--- src/sv/verse_line_numbering_stream_macros.svh ---
// Assertion macros shared by the verse line numbering design.
`ifndef VERSE_LINE_NUMBERING_STREAM_MACROS_SVH
`define VERSE_LINE_NUMBERING_STREAM_MACROS_SVH

// Same-cycle implication, checked on every clock edge outside reset.
`define VLN_ASSERT_IMPL(lbl, ante, cons) \
  lbl: assert property (@(posedge clk) disable iff (!rst_n) (ante) |-> (cons)) \
    else $error("vln: same-cycle check failed");

// Next-cycle implication, checked on every clock edge outside reset.
`define VLN_ASSERT_NEXT(lbl, ante, cons) \
  lbl: assert property (@(posedge clk) disable iff (!rst_n) (ante) |=> (cons)) \
    else $error("vln: next-cycle check failed");

`endif

--- src/sv/vln_pkg.sv ---
// Package with types and constants of the verse line numbering stream.
`timescale 1ns / 1ps

package vln_pkg;

  localparam int MARKER_LEN = 14;
  localparam int QUEUE_DEPTH = 2;
  localparam int QPTR_W = (QUEUE_DEPTH > 1) ? $clog2(QUEUE_DEPTH) : 1;
  localparam int QCNT_W = $clog2(QUEUE_DEPTH + 1);

  localparam logic [7:0] CHAR_CR    = 8'h0D;
  localparam logic [7:0] CHAR_LF    = 8'h0A;
  localparam logic [7:0] CHAR_SPACE = 8'h20;
  localparam logic [7:0] CHAR_COLON = 8'h3A;
  localparam logic [3:0] DIGIT_HI   = 4'h3;

  // Marker text, padded with zero bytes up to the table size.
  localparam logic [7:0] MARKER_TAB [16] = '{
    8'h7B, 8'h63, 8'h6F, 8'h6D, 8'h6D, 8'h65, 8'h6E, 8'h74,
    8'h3A, 8'h20, 8'h56, 8'h65, 8'h72, 8'h73, 8'h00, 8'h00
  };

  typedef struct packed {
    logic [3:0] hund;
    logic [3:0] tens;
    logic [3:0] ones;
  } vln_bcd_t;

  // One classified item: the byte, whether a line prefix goes before it, and the line number.
  typedef struct packed {
    logic [7:0] data;
    logic       prefix;
    vln_bcd_t   num;
  } vln_cmd_t;

endpackage

--- src/sv/vln_if.sv ---
// Valid/ready channel interfaces for the input and result streams.
`timescale 1ns / 1ps

interface vln_in_if;
  logic       valid;
  logic       ready;
  logic [7:0] in_byte;

  modport source (output valid, output in_byte, input ready);
  modport sink (input valid, input in_byte, output ready);
endinterface

interface vln_out_if;
  logic       valid;
  logic       ready;
  logic [7:0] out_byte;
  logic       last_of_run;

  modport source (output valid, output out_byte, output last_of_run, input ready);
  modport sink (input valid, input out_byte, input last_of_run, output ready);
endinterface

--- src/sv/vln_front.sv ---
// Front end: tracks line and marker state and classifies each input byte.
`timescale 1ns / 1ps

module vln_front import vln_pkg::*; (
  input  logic     clk,
  input  logic     rst_n,
  vln_in_if.sink   in_ch,
  output logic     push_valid,
  output vln_cmd_t push_cmd,
  input  logic     push_ready
);

  logic       pend_r, pend_nxt;
  logic       blk_r, blk_nxt;
  logic       lht_r, lht_nxt;
  logic       en_r, en_nxt;
  logic [3:0] pos_r, pos_nxt;
  vln_bcd_t   cnt_r, cnt_nxt;

  logic       accept;
  logic [7:0] c;
  logic       blk_a, lht_a, en_a, emit, found;
  logic [3:0] pos_a;
  logic [4:0] pos_inc;
  vln_bcd_t   cnt_a;

  assign c          = in_ch.in_byte;
  assign accept     = in_ch.valid && push_ready;
  assign in_ch.ready = push_ready;
  assign push_valid = in_ch.valid;

  always_comb begin
    // The first byte of a line settles the line-start bookkeeping.
    blk_a = pend_r ? (blk_r && lht_r) : blk_r;
    lht_a = pend_r ? 1'b0 : lht_r;
    en_a  = pend_r ? 1'b1 : en_r;
    pos_a = pend_r ? 4'd0 : pos_r;
    emit  = pend_r && blk_a;

    // Saturating decimal increment after each prefix.
    cnt_a = cnt_r;
    if (emit && !(cnt_r.hund == 4'd9 && cnt_r.tens == 4'd9 && cnt_r.ones == 4'd9)) begin
      if (cnt_r.ones != 4'd9) begin
        cnt_a.ones = cnt_r.ones + 4'd1;
      end else begin
        cnt_a.ones = 4'd0;
        if (cnt_r.tens != 4'd9) begin
          cnt_a.tens = cnt_r.tens + 4'd1;
        end else begin
          cnt_a.tens = 4'd0;
          cnt_a.hund = cnt_r.hund + 4'd1;
        end
      end
    end

    lht_nxt = lht_a || (c != CHAR_CR && c != CHAR_LF);

    en_nxt  = en_a;
    pos_nxt = pos_a;
    pos_inc = {1'b0, pos_a} + 5'd1;
    found   = 1'b0;
    if (en_a) begin
      if (c == MARKER_TAB[pos_a]) begin
        pos_nxt = pos_inc[3:0];
        found   = (pos_inc >= 5'(MARKER_LEN));
      end else begin
        en_nxt  = 1'b0;
        pos_nxt = 4'd0;
      end
    end

    blk_nxt = blk_a;
    cnt_nxt = cnt_a;
    if (found) begin
      blk_nxt = 1'b1;
      cnt_nxt = '0;
      pos_nxt = 4'd0;
    end

    pend_nxt = (c == CHAR_LF);

    push_cmd.data   = c;
    push_cmd.prefix = emit;
    push_cmd.num    = cnt_r;
  end

  always_ff @(posedge clk) begin
    if (!rst_n) begin
      pend_r <= 1'b0;
      blk_r  <= 1'b0;
      lht_r  <= 1'b0;
      en_r   <= 1'b1;
      pos_r  <= 4'd0;
      cnt_r  <= '0;
    end else if (accept) begin
      pend_r <= pend_nxt;
      blk_r  <= blk_nxt;
      lht_r  <= lht_nxt;
      en_r   <= en_nxt;
      pos_r  <= pos_nxt;
      cnt_r  <= cnt_nxt;
    end
  end

endmodule

--- src/sv/vln_queue.sv ---
// Short queue of classified items between the front end and the emitter.
`timescale 1ns / 1ps

module vln_queue import vln_pkg::*; (
  input  logic     clk,
  input  logic     rst_n,
  input  logic     push_valid,
  output logic     push_ready,
  input  vln_cmd_t push_cmd,
  output logic     head_valid,
  output vln_cmd_t head_cmd,
  input  logic     pop
);

  vln_cmd_t          mem_r [QUEUE_DEPTH];
  logic [QPTR_W-1:0] wr_ptr_r, rd_ptr_r;
  logic [QCNT_W-1:0] cnt_r;
  logic              push;

  assign push_ready = (cnt_r != QCNT_W'(QUEUE_DEPTH));
  assign head_valid = (cnt_r != '0);
  assign head_cmd   = mem_r[rd_ptr_r];
  assign push       = push_valid && push_ready;

  function automatic logic [QPTR_W-1:0] ptr_inc(input logic [QPTR_W-1:0] p);
    ptr_inc = (p == QPTR_W'(QUEUE_DEPTH - 1)) ? '0 : p + QPTR_W'(1);
  endfunction

  always_ff @(posedge clk) begin
    if (push) begin
      mem_r[wr_ptr_r] <= push_cmd;
    end
  end

  always_ff @(posedge clk) begin
    if (!rst_n) begin
      wr_ptr_r <= '0;
      rd_ptr_r <= '0;
      cnt_r    <= '0;
    end else begin
      if (push) begin
        wr_ptr_r <= ptr_inc(wr_ptr_r);
      end
      if (pop) begin
        rd_ptr_r <= ptr_inc(rd_ptr_r);
      end
      if (push && !pop) begin
        cnt_r <= cnt_r + QCNT_W'(1);
      end else if (pop && !push) begin
        cnt_r <= cnt_r - QCNT_W'(1);
      end
    end
  end

endmodule

--- src/sv/vln_back.sv ---
// Emitter: expands each queued item into its prefix bytes and the byte itself.
`timescale 1ns / 1ps

module vln_back import vln_pkg::*; (
  input  logic     clk,
  input  logic     rst_n,
  input  logic     head_valid,
  input  vln_cmd_t head_cmd,
  output logic     pop,
  vln_out_if.source out_ch
);

  logic [2:0] step_r, step_nxt;
  logic       out_valid_r;
  logic [7:0] out_byte_r;
  logic       out_last_r;

  logic       load;
  logic [2:0] skip, sel;
  logic [7:0] ch;
  logic       last;

  assign load = head_valid && (!out_valid_r || out_ch.ready);

  always_comb begin
    // Numbers under one hundred start one slot later; a plain byte goes straight to the end.
    if (head_cmd.prefix) begin
      skip = (head_cmd.num.hund == 4'd0) ? 3'd1 : 3'd0;
    end else begin
      skip = 3'd5;
    end
    sel  = step_r + skip;
    last = (sel == 3'd5);
    unique case (sel)
      3'd0: ch = {DIGIT_HI, head_cmd.num.hund};
      3'd1: ch = (head_cmd.num.hund == 4'd0 && head_cmd.num.tens == 4'd0) ?
                 CHAR_SPACE : {DIGIT_HI, head_cmd.num.tens};
      3'd2: ch = {DIGIT_HI, head_cmd.num.ones};
      3'd3: ch = CHAR_COLON;
      3'd4: ch = CHAR_SPACE;
      default: ch = head_cmd.data;
    endcase
    pop = load && last;
    if (pop) begin
      step_nxt = 3'd0;
    end else if (load) begin
      step_nxt = step_r + 3'd1;
    end else begin
      step_nxt = step_r;
    end
  end

  always_ff @(posedge clk) begin
    if (!rst_n) begin
      step_r      <= 3'd0;
      out_valid_r <= 1'b0;
    end else begin
      step_r <= step_nxt;
      if (load) begin
        out_valid_r <= 1'b1;
      end else if (out_ch.ready) begin
        out_valid_r <= 1'b0;
      end
    end
  end

  always_ff @(posedge clk) begin
    if (load) begin
      out_byte_r <= ch;
      out_last_r <= last;
    end
  end

  assign out_ch.valid       = out_valid_r;
  assign out_ch.out_byte    = out_byte_r;
  assign out_ch.last_of_run = out_last_r;

endmodule

--- src/sv/verse_line_numbering_stream.sv ---
// The first result byte passes through a queue entry and then the output register.
// The input takes one byte per cycle while the queue has room; a byte that starts a numbered
// line expands into five or six output bytes, sent through the single output register.
// The input stalls only when the two-entry queue is full.
// Reset is synchronous and active low: line state clears, matching is armed,
// the verse count returns to zero and the queue and output register empty.
`timescale 1ns / 1ps
`include "verse_line_numbering_stream_macros.svh"

module verse_line_numbering_stream import vln_pkg::*; (
  input  logic       clk,
  input  logic       rst_n,
  vln_in_if.sink     in_chan,
  vln_out_if.source  out_chan
);

  logic     push_valid, push_ready;
  vln_cmd_t push_cmd;
  logic     head_valid, pop;
  vln_cmd_t head_cmd;

  vln_front u_front (
    .clk        (clk),
    .rst_n      (rst_n),
    .in_ch      (in_chan),
    .push_valid (push_valid),
    .push_cmd   (push_cmd),
    .push_ready (push_ready)
  );

  vln_queue u_queue (
    .clk        (clk),
    .rst_n      (rst_n),
    .push_valid (push_valid),
    .push_ready (push_ready),
    .push_cmd   (push_cmd),
    .head_valid (head_valid),
    .head_cmd   (head_cmd),
    .pop        (pop)
  );

  vln_back u_back (
    .clk        (clk),
    .rst_n      (rst_n),
    .head_valid (head_valid),
    .head_cmd   (head_cmd),
    .pop        (pop),
    .out_ch     (out_chan)
  );

  // An item leaves the queue only with its final byte, and only if one is there.
  `VLN_ASSERT_IMPL(a_pop_has_head, pop, head_valid)
  // A prefix byte that is taken is always followed by the next byte of its run.
  `VLN_ASSERT_NEXT(a_prefix_run_unbroken,
      out_chan.valid && out_chan.ready && !out_chan.last_of_run, out_chan.valid)
  // The final byte of an item is loaded only when the output register is free.
  `VLN_ASSERT_IMPL(a_pop_is_last, pop, !(out_chan.valid && !out_chan.ready))

endmodule
--- src/flat_wrapper.sv ---
// flat-port wrapper written by rule: the top's interface ports become plain ports
module verse_line_numbering_stream_flat import vln_pkg::*;
  (clk, rst_n, in_chan_valid, in_chan_in_byte, in_chan_ready, out_chan_valid, out_chan_out_byte, out_chan_last_of_run, out_chan_ready);
  vln_in_if in_chan_i ();
  vln_out_if out_chan_i ();
  input  logic clk;
  input  logic rst_n;
  input wire logic [$bits(in_chan_i.valid)-1:0] in_chan_valid;
  input wire logic [$bits(in_chan_i.in_byte)-1:0] in_chan_in_byte;
  output wire logic [$bits(in_chan_i.ready)-1:0] in_chan_ready;
  output wire logic [$bits(out_chan_i.valid)-1:0] out_chan_valid;
  output wire logic [$bits(out_chan_i.out_byte)-1:0] out_chan_out_byte;
  output wire logic [$bits(out_chan_i.last_of_run)-1:0] out_chan_last_of_run;
  input wire logic [$bits(out_chan_i.ready)-1:0] out_chan_ready;
  assign in_chan_i.valid = in_chan_valid;
  assign in_chan_i.in_byte = in_chan_in_byte;
  assign in_chan_ready = in_chan_i.ready;
  assign out_chan_valid = out_chan_i.valid;
  assign out_chan_out_byte = out_chan_i.out_byte;
  assign out_chan_last_of_run = out_chan_i.last_of_run;
  assign out_chan_i.ready = out_chan_ready;
  verse_line_numbering_stream u_core (.clk(clk), .rst_n(rst_n), .in_chan(in_chan_i), .out_chan(out_chan_i));
endmodule
--- config.mk ---
export PLATFORM = sky130hd
export DESIGN_NAME = verse_line_numbering_stream_flat
export DESIGN_NICKNAME = d
export VERILOG_FILES = /design/src/sv/vln_pkg.sv /design/src/sv/vln_if.sv /design/src/sv/vln_front.sv /design/src/sv/vln_queue.sv /design/src/sv/vln_back.sv /design/src/sv/verse_line_numbering_stream.sv /design/src/flat_wrapper.sv
export VERILOG_INCLUDE_DIRS = /design/src /design/src/sv
export SDC_FILE = /design/constraint.sdc
export NUM_CORES = 1
export LEC_CHECK = 0
export BUFFER_PORTS_ARGS = -buffer_cell sky130_fd_sc_hd__buf_2
export CAP_MARGIN = 20
export CORE_MARGIN = 1.5
export CORE_UTILIZATION = 30
export DETAILED_ROUTE_END_ITERATION = 10
export PLACE_DENSITY = 0.51
export SLEW_MARGIN = 0
export SYNTH_ARGS = -nofsm -noshare
export SYNTH_HDL_FRONTEND = slang
export SYNTH_SLANG_ARGS = --single-unit
--- constraint.sdc ---
create_clock -name clk -period 3.7 [get_ports clk]
set_input_delay 0 -clock clk [delete_from_list [all_inputs] [get_ports clk]]
set_output_delay 0 -clock clk [all_outputs]
set_load 0.01 [all_outputs]
[Yosys cells after proc, flatten, opt, wreduce, memory -nomap -nowiden]
Memories as Yosys holds them, arrays and structs flattened. A register that Yosys moved wholly into a read port is not among the register bits.
Index checks and enable logic that the tools add are counted.
Cells by class
  add/subtract/negate cells: 10
  $lt $le $gt $ge: 2
  eq/ne operators: 17
  mux-type cells: 34
  bitwise gates (word level): 2
  reductions and logical operators: 29
Operators by type and width (number)
  $pmux W8 S5: 1
  $mux W4: 7
  $mux W12: 2
  $mux W8: 3
  $mux W1: 17
  $ne A8 B4 Y1 const B: 2
  $add A4 B1 Y4 const B: 3
  $eq A4 B4 Y1 const B: 3
  $logic_and A1 B1 Y1: 12
  $eq A8 B4 Y1 const B: 1
  $eq A8 B8 Y1: 1
  $logic_not A4 Y1: 2
  $ne A4 B4 Y1 const B: 2
  $reduce_bool A2 Y1: 4
  $eq A3 B2 Y1 const B: 2
  $eq A3 B3 Y1 const B: 2
  $ne A2 B2 Y1 const B: 3
  $add A4 B1 Y5 const B: 1
  $ge A5 B4 Y1 const B: 1
  $ge A5 B5 Y1 const B: 1
  $mux W5: 1
  $not A4 Y5: 1
  $logic_not A1 Y1: 4
  $mux W2: 2
  other kinds (14): 16
Word-level totals
  register bits: 37
  memory bits (writable): 42
  ROM bits: 128
  input port bits: 12
  output and inout port bits: 11
  word-level logic and storage cells: 111
  memories: 2
Memories
  (no name shown): words 16, bits a word 8, read ports 1, clocked after memory_dff 0, wr ports 0, line vln_front.sv:63  | if (c == MARKER_TAB[pos_a]) begin
  u_core.u_queue.mem_r: words 2, bits a word 21, read ports 1, clocked after memory_dff 1, wr ports 1, line vln_queue.sv:15  | vln_cmd_t mem_r [QUEUE_DEPTH];

[Depth between registers and ports, before layout]
  word-level depth: 10
  depth in mapped cells: 16
  gate-level depth less buffers: 14

[By module]
From an unflattened synthesis, not the netlist that was laid out.
Second synthesis, totals
  cells, all modules: 371
  area total of the unflattened synthesis: 4129.0 sq um
By module, submodules not included
  vln_queue: times used 1, cells each 89, area each 1749.2 sq um, sequential area each 1361.3 sq um
  vln_front: times used 1, cells each 202, area each 1571.5 sq um, sequential area each 400.4 sq um
  vln_back: times used 1, cells each 80, area each 808.3 sq um, sequential area each 350.3 sq um

[Least setup slack after synthesis]
No wires, ideal clock.
  kind: flip-flop to flip-flop
  start point: register with a tool-made name
  end point: register u_core.u_queue.cnt_r[1]
  library setup time: 0.070 ns
  arrival time: 3.126 ns
  required time: 3.630 ns
  path slack: 0.503 ns
  stages on the path, launching flop included: 16
  path buffers: 2
  period minus slack after synthesis: 3.197 ns
  path through: dfxtp_1 -> clkbuf_1 -> clkbuf_1 -> nor2_1 -> nand2_1 -> o22ai_1 -> or2_2 -> ha_1 -> ha_1 -> inv_1 -> nand2_1 -> nor2_1 -> nand2_1 -> ha_1 -> or3_1 -> a21oi_1
RTL lines
  end signal: assignment: line vln_queue.sv:48  | cnt_r <= cnt_r + QCNT_W'(1);
  end signal: assignment: line vln_queue.sv:50  | cnt_r <= cnt_r - QCNT_W'(1);
  end: declaration: line vln_queue.sv:17  | logic [QCNT_W-1:0] cnt_r;

==> impl_metrics.json <==
{
  "die-area_sq_um": 13790,
  "dr.pass1.iters": 4,
  "critPathTopFamily": "simple AND/OR/NAND/NOR gates",
  "routed_via_density": 4.835,
  "min_period_over_period": 0.8469,
  "finalWorstSetupSlack_ns": 0.5666,
  "antenna_found_initial": 0,
  "synth_largest_area_cell": "edfxtp_1",
  "p_leak_uw": 0.001580,
  "crit_chain": "nor2_1 > nand2_1 > o22ai_1 > or2_2 > ha_1 > ha_1 > inv_1 > nand2_1 > nor2_1 > nand2_1 > ha_1 > or3_1 > a21oi_1",
  "synth_ff_type": "edfxtp_1",
  "slew_headroom": 0.3573,
  "syn_area_per_cell_sq_um": 10.91,
  "chipHeight_microns": 117.4,
  "wl_per_cell_microns": 14.42,
  "cts_sinks": 80,
  "whs_ns": 0.009704,
  "htree_num_levels": 3,
  "final_hold_viol_count": 0,
  "cp_slowest_cell": "dfxtp_1",
  "p_per_area_nw_per_um2": 642.1,
  "diodes": 0,
  "grtUsageMet3": 0.02870,
  "r2r_cells": 13,
  "crit_cells": 13,
  "synthArstFlopShare": 0,
  "yosysWarnings": 0,
  "path_buf_inv": 1,
  "cts_buffer_depth": 2,
  "rsz0062_at_grt": "false",
  "status": "finished clean",
  "slew_viol_final": 0,
  "use_met2": 0.2077,
  "drive_gt1_frac": 0.1537,
  "busiest_layer": "met2",
  "final_nets": 415,
  "dp_hpwl_mm": 5.876,
  "power_uw": 2967,
  "postRouteAntennaNets": 0,
  "routed_wl_mm": 8.205,
  "gp_congestion": 0.7978,
  "grt_pass1_wl_mm": 13.66,
  "period_needed_ns": 3.133,
  "num_rows": 41,
  "final_common_cell": "edfxtp_1",
  "ioPinCount": 23,
  "synth_edf_count": 51,
  "drtIter0Drc": 237,
  "yosys.cell_types.count": 64,
  "syn_area_sq_um": 3928,
  "cp_max_fo": 8,
  "numPortBuffers": 22,
  "cts_tree": "built",
  "start_kind": "flop",
  "grt_max_degree": 23,
  "final.setup.tns_ns": 0,
  "layout_common_cells": "edfxtp_1, nor2_1, dfxtp_1",
  "yosys-top-cells-area": "edfxtp_1, dfxtp_1, mux2i_1",
  "fin_skew_ns": 0.007486,
  "initial_utilization": 0.3087,
  "grtUsageTotal": 0.1249,
  "cap_violations": 0,
  "root_buffer": "clkbuf_16",
  "finalSetupViolations": 0,
  "synthCells": 360,
  "syn_nets": 383,
  "met1_usage": 0.1547,
  "numCtsBuffers": 9,
  "die_w_microns": 117.4,
  "globalRouteOverflowTotal": 0,
  "grt_pass1_vias": 2746,
  "cts_resized": 0,
  "crit_type": "reg2reg",
  "ys_seq_elements": 80,
  "areaGrowthSynthToFinish_pct": 17.65,
  "fmax_ghz": 0.3191,
  "ys_seq_area_frac": 0.5378,
  "worst_pin_slew_ns": 0.9640,
  "holdCritPathClass": "in2reg",
  "place_ws_ns": 0.5884,
  "vias": 2751,
  "crit_required_ns": 3.96,
  "endpoint_kind": "flop",
  "coreArea_sq_um": 12720,
  "max-vdd-ir-drop_mv": 0.2169,
  "synth_top_area_share": 0.3899,
  "clkLatencyLatePin_ns": 0.34,
  "worst_ep_arrival_time_ns": 3.39,
  "hold_depth": 4,
  "slowest_delay_ns": 0.52,
  "drc": 0,
  "path_clk_slew_ns": 0.06
}
cells in the mapped netlist, types with 3 or more instances:
cell	count
or2_2	4
and3_1	4
nand2b_1	9
ha_1	11
buf_6	3
mux2i_1	14
nand3b_1	5
nor3_1	4
clkbuf_1	7
mux2_2	3
edfxtp_1	51
xor2_1	7
nor2b_1	5
a21oi_1	25
or3_1	5
a31oi_1	6
a211o_1	3
nand3_1	10
inv_1	12
o21ai_0	22
xnor2_1	3
nor2_1	37
dfxtp_1	29
o22ai_1	3
nand2_1	26
a211oi_1	3
final cells by class:
class                           instances  area [sq um]
Clock buffer                            9         225.2
Clock inverter                          7         102.6
Fill cell                            1320          8102
Inverter                               12         45.04
Multi-Input combinational cell        253          1683
Sequential cell                        80          2112
Tap cell                              172         215.2
Timing Repair Buffer                   36         237.7
metal layers:
layer  routed length [microns]  part of all wire
met1                      3924              0.48
met2                      3941              0.48
met3                       174             0.021
met4                       165             0.020
met5                         0                 0
flip-flops by register name (all words and copies together) (netlist names), 2 cells and up, named ones only:
register,flops
u_core.u_back.out_ch.out_byte,8
u_core.u_back.step_r,3
u_core.u_front.pos_r,4
u_core.u_front.push_cmd,12
u_core.u_queue.cnt_r,2
u_core.u_queue.mem_r,42
cell families (layout without fill, tap and decap cells):
logic type | after synthesis | in the layout | synth area share
fa+ha+maj | 11 | 11 | 0.03504
compound gates | 84 | 84 | 0.1411
buf+inv | 27 | 64 | 0.03377
flops | 80 | 80 | 0.5378
xor+xnor | 10 | 10 | 0.02230
mux | 19 | 19 | 0.05575
simple gates | 129 | 129 | 0.1743
worst paths after layout:
path	start	endpoint	slack, ns
max reg2reg	flop	u_core.u_queue.cnt_r[1]	0.57
min	out_chan_ready	u_core.u_back.out_ch.valid	0.01
min reg2reg	u_core.u_back.step_r[1]	u_core.u_back.step_r[1]	0.50
max	flop	u_core.u_queue.cnt_r[1]	0.57
per-stage QoR:
step | instances | area (sq um) | utilization
6_report | 569 | 4621 | 0.3632
5_1_grt | 569 | 4621 | 0.3632
4_1_cts | 569 | 4621 | 0.3632
2_1_floorplan | 360 | 3928 | -
3_3_place_gp | 544 | 4203 | 0.3304
3_5_place_dp | 544 | 4203 | 0.3304
worst reg2reg max path: stages (launching register included):
cell,delay (ns)
dfxtp_1,0.52
nor2_1,0.12
nand2_1,0.08
o22ai_1,0.09
or2_2,0.28
ha_1,0.19
ha_1,0.28
inv_1,0.11
nand2_1,0.12
nor2_1,0.29
nand2_1,0.14
ha_1,0.35
or3_1,0.35
a21oi_1,0.15
repair_timing:
item                                   in CTS  in global routing
buffers inserted                            0                  0
hold buffers                                9                  0
endpoints found under the hold margin      19                  0
power breakdown:
part / internal [uW] / switching (uW)
logic: 313 / 460
clock network: 599 / 370
registers: 1150 / 72.0
Power figures use the tool's default switching activity.
